$ cat src/rtl/b64d_pkg.sv
// Shared types and constants for the Base64/Base64url stream decoder.
// No dependencies; imported by every module of the decoder.
package b64d_pkg;

  // Queue between classifier and decode engine
  localparam int unsigned QueueDepthDef = 2;

  // Symbol values with a special meaning in both alphabets
  localparam logic [5:0] SymPlusMinus = 6'd62;
  localparam logic [5:0] SymSlashUnder = 6'd63;
  localparam logic [3:0] LowNibbleMask = 4'hF;

  // One classified character as it travels through the queue
  typedef struct packed {
    logic [5:0] value;
    logic       ok;
    logic       last;
  } sym_t;

  // Position of the next character within its group of four
  typedef enum logic [1:0] {
    POS_FIRST  = 2'd0,
    POS_SECOND = 2'd1,
    POS_THIRD  = 2'd2,
    POS_FOURTH = 2'd3
  } pos_e;

endpackage

$ cat src/rtl/b64d_front.sv
// Front end: accepts characters and maps them to 6-bit symbol values.
// Depends on b64d_pkg.
module b64d_front (
  input  logic             in_valid_i,
  output logic             in_ready_o,
  input  logic [7:0]       char_code_i,
  input  logic             last_char_i,
  output logic             push_o,
  output b64d_pkg::sym_t   push_data_o,
  input  logic             q_ready_i
);
  import b64d_pkg::*;

  logic [5:0] value;
  logic       ok;

  // Both alphabets; everything else, '=' and the upper half included, is invalid
  always_comb begin
    value = '0;
    ok    = 1'b1;
    priority if (char_code_i >= 8'h41 && char_code_i <= 8'h5A) begin
      value = 6'(char_code_i - 8'h41);
    end else if (char_code_i >= 8'h61 && char_code_i <= 8'h7A) begin
      value = 6'(char_code_i - 8'h61 + 8'd26);
    end else if (char_code_i >= 8'h30 && char_code_i <= 8'h39) begin
      value = 6'(char_code_i - 8'h30 + 8'd52);
    end else if (char_code_i == 8'h2D || char_code_i == 8'h2B) begin
      value = SymPlusMinus;
    end else if (char_code_i == 8'h5F || char_code_i == 8'h2F) begin
      value = SymSlashUnder;
    end else begin
      ok = 1'b0;
    end
  end

  assign in_ready_o        = q_ready_i;
  assign push_o            = in_valid_i && q_ready_i;
  assign push_data_o.value = value;
  assign push_data_o.ok    = ok;
  assign push_data_o.last  = last_char_i;

endmodule

$ cat src/rtl/b64d_queue.sv
// Short FIFO of classified symbols between front end and decode engine.
// Depends on b64d_pkg.
module b64d_queue #(
  parameter int unsigned Depth = b64d_pkg::QueueDepthDef
) (
  input  logic           clk_i,
  input  logic           rst_ni,
  input  logic           push_i,
  input  b64d_pkg::sym_t push_data_i,
  output logic           ready_o,
  output logic           valid_o,
  output b64d_pkg::sym_t pop_data_o,
  input  logic           pop_i
);
  import b64d_pkg::*;

  localparam int unsigned PtrW = (Depth > 1) ? $clog2(Depth) : 1;
  localparam int unsigned CntW = $clog2(Depth + 1);

  sym_t            mem_q [Depth];
  logic [PtrW-1:0] wr_ptr_q, wr_ptr_d;
  logic [PtrW-1:0] rd_ptr_q, rd_ptr_d;
  logic [CntW-1:0] count_q, count_d;

  assign ready_o    = (count_q != CntW'(Depth));
  assign valid_o    = (count_q != '0);
  assign pop_data_o = mem_q[rd_ptr_q];

  always_comb begin
    wr_ptr_d = wr_ptr_q;
    rd_ptr_d = rd_ptr_q;
    count_d  = count_q;
    if (push_i) begin
      wr_ptr_d = (wr_ptr_q == PtrW'(Depth - 1)) ? '0 : wr_ptr_q + 1'b1;
    end
    if (pop_i) begin
      rd_ptr_d = (rd_ptr_q == PtrW'(Depth - 1)) ? '0 : rd_ptr_q + 1'b1;
    end
    if (push_i && !pop_i) begin
      count_d = count_q + 1'b1;
    end else if (pop_i && !push_i) begin
      count_d = count_q - 1'b1;
    end
  end

  always_ff @(posedge clk_i or negedge rst_ni) begin
    if (!rst_ni) begin
      wr_ptr_q <= '0;
      rd_ptr_q <= '0;
      count_q  <= '0;
    end else begin
      wr_ptr_q <= wr_ptr_d;
      rd_ptr_q <= rd_ptr_d;
      count_q  <= count_d;
    end
  end

  always_ff @(posedge clk_i) begin
    if (push_i) begin
      mem_q[wr_ptr_q] <= push_data_i;
    end
  end

endmodule

$ cat src/rtl/b64d_back.sv
// Decode engine: group position, carried bits, stop handling, output register.
// Depends on b64d_pkg.
module b64d_back (
  input  logic           clk_i,
  input  logic           rst_ni,
  input  logic           q_valid_i,
  input  b64d_pkg::sym_t q_data_i,
  output logic           pop_o,
  output logic           out_valid_o,
  input  logic           out_ready_i,
  output logic           byte_valid_o,
  output logic [7:0]     data_byte_o,
  output logic           end_of_string_o,
  output logic           halted_o
);
  import b64d_pkg::*;

  pos_e       pos_q, pos_d;
  logic [5:0] carry_q, carry_d;
  logic       stop_q, stop_d;
  logic       third_inv_q, third_inv_d;

  logic       emit;
  logic [7:0] byte_val;

  logic       out_valid_q;
  logic       byte_valid_q;
  logic [7:0] data_byte_q;
  logic       eos_q;
  logic       halted_q;

  // Take the next symbol whenever the output register is free or draining
  assign pop_o = q_valid_i && (!out_valid_q || out_ready_i);

  // Next state
  always_comb begin
    pos_d       = pos_q;
    carry_d     = carry_q;
    stop_d      = stop_q;
    third_inv_d = third_inv_q;
    if (!stop_q) begin
      unique case (pos_q)
        POS_FIRST: begin
          if (q_data_i.ok) carry_d = q_data_i.value;
          else             stop_d  = 1'b1;
          third_inv_d = 1'b0;
        end
        POS_SECOND: begin
          if (q_data_i.ok) carry_d = {2'b00, q_data_i.value[3:0]};
          else             stop_d  = 1'b1;
        end
        POS_THIRD: begin
          if (q_data_i.ok) begin
            carry_d     = {4'b0000, q_data_i.value[1:0]};
            third_inv_d = 1'b0;
          end else begin
            third_inv_d = 1'b1;
          end
        end
        POS_FOURTH: begin
          carry_d     = '0;
          third_inv_d = 1'b0;
        end
        default: ;
      endcase
      if (!stop_d) pos_d = pos_e'(pos_q + 2'd1);
    end
  end

  // Byte assembly
  always_comb begin
    emit     = 1'b0;
    byte_val = '0;
    if (!stop_q && q_data_i.ok) begin
      unique case (pos_q)
        POS_FIRST: ;
        POS_SECOND: begin
          emit     = 1'b1;
          byte_val = {carry_q, q_data_i.value[5:4]};
        end
        POS_THIRD: begin
          emit     = 1'b1;
          byte_val = {carry_q[3:0] & LowNibbleMask, q_data_i.value[5:2]};
        end
        POS_FOURTH: begin
          emit     = !third_inv_q;
          byte_val = third_inv_q ? 8'h00 : {carry_q[1:0], q_data_i.value};
        end
        default: ;
      endcase
    end
  end

  always_ff @(posedge clk_i or negedge rst_ni) begin
    if (!rst_ni) begin
      pos_q       <= POS_FIRST;
      carry_q     <= '0;
      stop_q      <= 1'b0;
      third_inv_q <= 1'b0;
      out_valid_q <= 1'b0;
    end else begin
      if (pop_o) begin
        // Last marker returns the decode state to its reset values
        if (q_data_i.last) begin
          pos_q       <= POS_FIRST;
          carry_q     <= '0;
          stop_q      <= 1'b0;
          third_inv_q <= 1'b0;
        end else begin
          pos_q       <= pos_d;
          carry_q     <= carry_d;
          stop_q      <= stop_d;
          third_inv_q <= third_inv_d;
        end
        out_valid_q <= 1'b1;
      end else if (out_ready_i) begin
        out_valid_q <= 1'b0;
      end
    end
  end

  always_ff @(posedge clk_i) begin
    if (pop_o) begin
      byte_valid_q <= emit;
      data_byte_q  <= byte_val;
      eos_q        <= q_data_i.last;
      halted_q     <= stop_d;
    end
  end

  assign out_valid_o     = out_valid_q;
  assign byte_valid_o    = byte_valid_q;
  assign data_byte_o     = data_byte_q;
  assign end_of_string_o = eos_q;
  assign halted_o        = halted_q;

endmodule

$ cat src/rtl/base64url_stream_decoder.sv
// Channel  | handshake            | payload
// ---------+----------------------+--------------------------------------------------
// input    | in_valid_i/ready_o   | char_code_i, last_char_i
// output   | out_valid_o/ready_i  | byte_valid_o, data_byte_o, end_of_string_o, halted_o
//
// One result per character, one character per cycle sustained while the output is not stalled.
// A character is classified into the queue, then decoded into the output register.
// Reset (rst_ni low) empties the queue and clears group position and carried bits.
// An output stall first fills the queue; in_ready_o drops only once it is full.
// Depends on b64d_pkg, b64d_front, b64d_queue, b64d_back.
module base64url_stream_decoder #(
  parameter int unsigned QueueDepth = b64d_pkg::QueueDepthDef
) (
  input  logic       clk_i,
  input  logic       rst_ni,
  input  logic       in_valid_i,
  output logic       in_ready_o,
  input  logic [7:0] char_code_i,
  input  logic       last_char_i,
  output logic       out_valid_o,
  input  logic       out_ready_i,
  output logic       byte_valid_o,
  output logic [7:0] data_byte_o,
  output logic       end_of_string_o,
  output logic       halted_o
);
  import b64d_pkg::*;

  logic push;
  sym_t push_data;
  logic q_ready;
  logic q_valid;
  sym_t q_data;
  logic pop;

  b64d_front u_front (
    .in_valid_i  (in_valid_i),
    .in_ready_o  (in_ready_o),
    .char_code_i (char_code_i),
    .last_char_i (last_char_i),
    .push_o      (push),
    .push_data_o (push_data),
    .q_ready_i   (q_ready)
  );

  b64d_queue #(
    .Depth (QueueDepth)
  ) u_queue (
    .clk_i       (clk_i),
    .rst_ni      (rst_ni),
    .push_i      (push),
    .push_data_i (push_data),
    .ready_o     (q_ready),
    .valid_o     (q_valid),
    .pop_data_o  (q_data),
    .pop_i       (pop)
  );

  b64d_back u_back (
    .clk_i           (clk_i),
    .rst_ni          (rst_ni),
    .q_valid_i       (q_valid),
    .q_data_i        (q_data),
    .pop_o           (pop),
    .out_valid_o     (out_valid_o),
    .out_ready_i     (out_ready_i),
    .byte_valid_o    (byte_valid_o),
    .data_byte_o     (data_byte_o),
    .end_of_string_o (end_of_string_o),
    .halted_o        (halted_o)
  );

endmodule

$ cat config.mk
export PLATFORM = sky130hd
export DESIGN_NAME = base64url_stream_decoder
export DESIGN_NICKNAME = d
export VERILOG_FILES = /design/src/rtl/b64d_pkg.sv /design/src/rtl/b64d_front.sv /design/src/rtl/b64d_queue.sv /design/src/rtl/b64d_back.sv /design/src/rtl/base64url_stream_decoder.sv
export SDC_FILE = /design/constraint.sdc
export NUM_CORES = 1
export LEC_CHECK = 0
export BUFFER_PORTS_ARGS = -buffer_cell sky130_fd_sc_hd__buf_2
export CAP_MARGIN = 20
export CORE_ASPECT_RATIO = 0.7
export CORE_UTILIZATION = 35
export CTS_BUF_LIST = sky130_fd_sc_hd__clkbuf_8
export DETAILED_ROUTE_END_ITERATION = 6
export PLACE_DENSITY = 0.54
export SYNTH_ARGS = -nofsm -noshare
export SYNTH_HDL_FRONTEND = slang
export SYNTH_HIERARCHICAL = 1
export SYNTH_SLANG_ARGS = --single-unit
$ cat constraint.sdc
create_clock -name clk_i -period 2.4 [get_ports clk_i]
set_input_delay 0.48 -clock clk_i [delete_from_list [all_inputs] [get_ports clk_i]]
set_output_delay 0.48 -clock clk_i [all_outputs]
set_load 0.1 [all_outputs]
# Word-level counts from Yosys, hierarchy flattened
# Memory sizes are Yosys's and may differ from the RTL's.
# Index checks and enable logic that the tools add are counted.
# op_classes
add_sub_neg,10
magnitude_cmp,6
eq_ne,13
muxes,38
reduce_logical,27
# op_table
op,n
2-to-1 mux 6 bit,10
equality test 8 x 6 -> 1 bit (second input constant),3
case mux 6 bit (4 select lines),1
case mux 8 bit (3 select lines),1
2-to-1 mux 1 bit,18
>= comparator 8 x 7 -> 1 bit (second input constant),2
<= comparator 8 x 7 -> 1 bit (second input constant),2
subtractor 6 bit (second input constant),2
2-to-1 mux 2 bit,5
inequality test 3 x 1 -> 1 bit (second input constant),3
equality test 8 x 7 -> 1 bit (second input constant),1
>= comparator 8 x 6 -> 1 bit (second input constant),1
<= comparator 8 x 6 -> 1 bit (second input constant),1
logical AND 1 bit,8
2-to-1 mux 8 bit,1
adder 6 x 5 -> 6 bit (second input constant),1
adder 6 bit (second input constant),1
AND reduction 3 bit,2
nonzero test 2 bit,3
OR reduction 2 bit,3
subtractor 6 x 1 -> 6 bit (second input constant),1
logical NOT 1 bit,5
AND reduction 5 bit,1
adder 2 x 1 -> 2 bit (second input constant),2
10 further kinds,16
# totals
register_bits,26
mem_bits_rw,16
inputBits,13
elab_cells,107
n_memories,1
# memory_table
name,words,word_bits,read_ports,rd_ports_with_merged_regs,write_ports,line,source
u_queue.mem_q,2,8,1,0,1,b64d_queue.sv:20,sym_t mem_q [Depth];

# Longest topological paths before layout
# depth
depth_word,7
ltp_mapped,10
depth_no_buf,8

# Cells and area by module
# The synthesis kept the hierarchy.
# modules_own_cells
mod,n_inst,cells_each,area_each_um2,seq_area_each_um2
b64d_back,1,97,1172.4,605.6
b64d_queue,1,41,800.8,580.6
b64d_front,1,81,618.1,0.0

# Least setup slack after synthesis
# Ideal clock, no wire load.
# synth_timing
path_type,register -> register
startpoint,register u_back.out_valid_q (netlist: u_back/out_valid_o)
endpoint,register u_queue.count_q[1]
arrival_ns,2.354
setup_slack_ns,-0.033
path_stages_with_launch,8
n_path_buf,0
synth_period_minus_slack_ns,2.433
cell_sequence,dfrtp_1 nor2b_1 nor2_1 inv_1 ha_1 xor2_1 nor2_1 xor2_1
# synth_via
elab_chain_len,6
elab_cells_between_ends,8
cone_classes,mux (1); reduce/logical (7)
# synth_rtl
element,line,source
"start, declared",b64d_back.sv:26,logic out_valid_q;
"start signal, assigned",b64d_back.sv:100,out_valid_q <= 1'b0;
"start signal, assigned",b64d_back.sv:115,out_valid_q <= 1'b1;
"start signal, assigned",b64d_back.sv:117,out_valid_q <= 1'b0;
logical NOT 1 bit (*),b64d_back.sv:33,assign pop_o = q_valid_i && (!out_valid_q || out_ready_i);
logical OR 1 bit (*),b64d_back.sv:33,
logical AND 1 bit (*),b64d_back.sv:33,
named net pop,base64url_stream_decoder.sv:34,logic pop;
logical NOT 1 bit,b64d_queue.sv:39,if (push_i && !pop_i) begin
logical AND 1 bit,b64d_queue.sv:39,
2-to-1 mux 2 bit / nonzero test 2 bit (equally long branches),--,
"end signal, assigned",b64d_queue.sv:54,count_q <= count_d;
"end, declared",b64d_queue.sv:23,"logic [CntW-1:0] count_q, count_d;"
# The timed path passes the listed nets; every way through them passes the cells marked *.
# A chain may end at the register's enable or synchronous reset.

==> impl_metrics.yaml <==
route:
  drcViolationCount: 1
  routed_wl_um: 4869
  viasPerCell: 5.073
  drt_iter0_markers: 126
  wl_per_cell_um: 14.28
  vias: 1730
  dr.pass1.iters: 7
  antenna_left: 0
critical_path:
  crit_arrival_ps: 2170
  reg2reg_slack_ps: 450
  r2r_end: "u_back/carry_q[2]$_DFFE_PN0P_"
  crit_slowest_cell: "and4b_1"
  required_ps: 2420
  slowest_delay_ps: 480
  r2r_cells: 4
  path_cells: "buf_2 > inv_1 > ha_1 > a21o_1 > nand3_1 > and4b_1 > a211oi_1 > a221o_1"
  crit_path_end_kind: "flop"
  start_kind: "primary input"
  r2r-start: "u_queue/rd_ptr_q$_DFFE_PN0P_"
  path_class: "primary input to flop"
  critPathMaxFanout: 11
final_layout:
  layout_commonest_cell: "edfxtp_1"
  area_growth_pct: 11.73
  final_nets: 274
  diodes: 0
  multi_input_area_um2: 1281
  postLayoutCellArea_um2: 2895
  fillers: 660
  layout-drive-gt1-share: 0.2834
  utilization: 0.4169
  area.sequential_um2: 1186
  final_cell_mix: "27 x edfxtp_1, 25 x buf_2, 17 x nor2_1"
placement:
  place_hpwl_um: 3618
  io_buffer_count: 25
  postPlaceCellArea_um2: 2815
  place_congestion: 0.8240
grt:
  antenna_found_initial: 0
  grt_pass1_wl_um: 8369
  grt_pass1_vias: 1645
  grt_overflow: 0
  grt_use_total: 0.1396
  grt_max_degree: 16
clock_network:
  clock_latency_ps: 280
  cts_hold_buf: 0
  cts_resized: 0
  cts_buffer_depth: 2
  numCtsBuffers: 5
  cts_sinks: 42
  clk_pin_slew_ps: 80
  post_cts_buffers: 0
  clockRootBuffer: "clkbuf_8"
  htree_levels: 2
  cts_tree: "done"
run:
  cap_violations: 0
timing:
  skew_ps: 3.594
  slew_viol_final: 0
  setup_tns_ps: 0
  worstMarginPinSlew_ps: 624.7
  rsz0062_at_grt: "no"
  setup_violations: 0
  timing.final.hold_violations: 0
  min_period_ps: 2140
  finalCritPeriodShare: 0.8917
  slew_headroom: 0.5827
  fmax_mhz: 467.3
synthesis:
  syn_inst: 219
  syn-num-nets: 247
  synth_flop_cell: "edfxtp_1"
  synth_cell_types: 58
  synth_edf_count: 27
  ys_seq_elements: 42
  synth.avg_cell_area_um2: 11.83
  synthArstFlopShare: 0.3571
  syn-cell-area_um2: 2591
  ys_warn_count: 6
  synth_seq_area_share: 0.4577
power_and_ir_drop:
  p_comb_frac: 0.530
  seqPwrFrac: 0.348
  p_sw_uw: 1611
  peakVddDrop_v: 0.0006657
  p_int_uw: 1830
  cellPowerDensity_nw_per_um2: 1188
  power.leakage_uw: 0.001210
  swShare: 0.4681
  clkPwrFrac: 0.122
floorplan:
  start_util: 0.3732
  die_width_um: 104.8
  die_area_um2: 7757
  core.rowCount: 25
  num_io_pins: 26
  die_y_um: 73.99
  fp.coreArea_um2: 6944
status:
  status: "finished with violations"
  violations: "DRC"
worst_hold_path:
  worst_hold_path_type: "primary input to asynchronous set/reset pin"
-- worst max-delay path by stage --
stage,startpoint,end,cells after the start
2_1_floorplan,u_back/out_valid_o$_DFFE_PN0P_,u_queue/count_q[1]$_DFFE_PN0P_,7
3_3_place_gp,char_code_i[2],u_queue/mem_q[0][5]$_DFFE_PP_,8
3_5_place_dp,char_code_i[2],u_queue/mem_q[0][5]$_DFFE_PP_,8
4_1_cts,char_code_i[2],u_queue/mem_q[0][5]$_DFFE_PP_,8
5_1_grt,char_code_i[2],u_queue/mem_q[0][5]$_DFFE_PP_,8
6_report,char_code_i[2],u_queue/mem_q[0][5]$_DFFE_PP_,8
-- critical path, delay by kind of cell --
| family | cells | cell delay [ps] |
|---|---|---|
| AOI/OAI and AO/OA | 3 | 630 |
| and+or+nand+nor | 2 | 560 |
| adders and majority gates | 1 | 250 |
| buffers and inverters | 2 | 230 |
-- cell usage after synthesis (2+ instances only) --
master	instances	area [um^2]
a211oi_1	2	15.01
xnor2_1	3	26.28
o21ai_0	6	30.03
inv_1	11	41.29
or2_1	2	12.51
nand2b_1	7	43.79
buf_2	5	25.02
nor3_1	2	10.01
ha_1	15	187.7
nor3b_1	5	37.54
dfrtp_1	15	375.4
a22oi_1	3	22.52
nand3b_1	2	15.01
edfxtp_1	27	810.8
xor2_1	8	70.07
a221o_1	2	20.02
buf_4	3	22.52
nor2_1	18	67.56
and2_1	2	12.51
nor2b_1	6	37.54
mux2_4	8	120.1
a222oi_1	8	80.08
a21oi_1	4	20.02
mux2_2	6	67.56
nand3_1	3	15.01
buf_6	2	22.52
a21o_1	3	22.52
and3b_1	2	17.52
clkbuf_1	3	11.26
nand2_1	8	30.03
-- power by group through the flow --
stage,Clock (uW),Sequential (uW),Combinational (uW)
6_report,418,1200,1820
5_1_grt,471,1230,1970
4_1_cts,438,1200,1830
3_5_place_dp,0,1210,1830
3_3_place_gp,0,1210,1830
2_1_floorplan,0,1720,1000
-- state kept, by name, summed over array words and instances (netlist names) --
signal / cells
u_back/data_byte_o: 8
u_back/byte_valid_o: 1
u_queue/mem_q: 16
u_queue/count_q: 2
u_queue/wr_ptr_q: 1
u_back/carry_q: 6
u_back/third_inv_q: 1
u_queue/rd_ptr_q: 1
u_back/out_valid_o: 1
u_back/stop_q: 1
u_back/halted_o: 1
u_back/end_of_string_o: 1
u_back/pos_q: 2
-- through the flow --
stage                     std cells  worst slack (ps)  hold WS, ps  power, uW
final                           341             259.8        100.2       3440
after floorplan                 219             197.8        184.4       2722
after CTS                       341             294.6        99.28       3468
after global routing            341             163.8        116.5       3670
after global placement          333             78.88        423.5       3044
after detailed placement        333           -0.3213        418.5       3040
-- area by class of cell --
class | count | area share
flip-flops and latches | 42 | 0.4097
multi-input cells | 152 | 0.4425
inverters | 12 | 0.01556
clock inverters | 3 | 0.003889
well taps | 94 | 0.04062
repair buffers | 33 | 0.06396
clock buffers | 5 | 0.02377
-- cell families after synthesis --
family                   synth area share
AND/OR/NAND/NOR                    0.1584
AO/OA/AOI/OAI                      0.1531
flip-flops                         0.4578
buffers and inverters             0.04876
adder cells (fa/ha/maj)           0.07243
multiplexers                      0.07243
XOR/XNOR                          0.03718
-- routing by layer --
layer | track usage | vias up | share of wire
li1 | - | 865 | -
met1 | 0.2171 | 817 | 0.55
met2 | 0.1950 | 44 | 0.40
met3 | 0.03418 | 4 | 0.048
met4 | 0.02817 | 0 | 0.0047
met5 | 0 | - | 0
No activity file was read; power rests on OpenSTA's default activity.
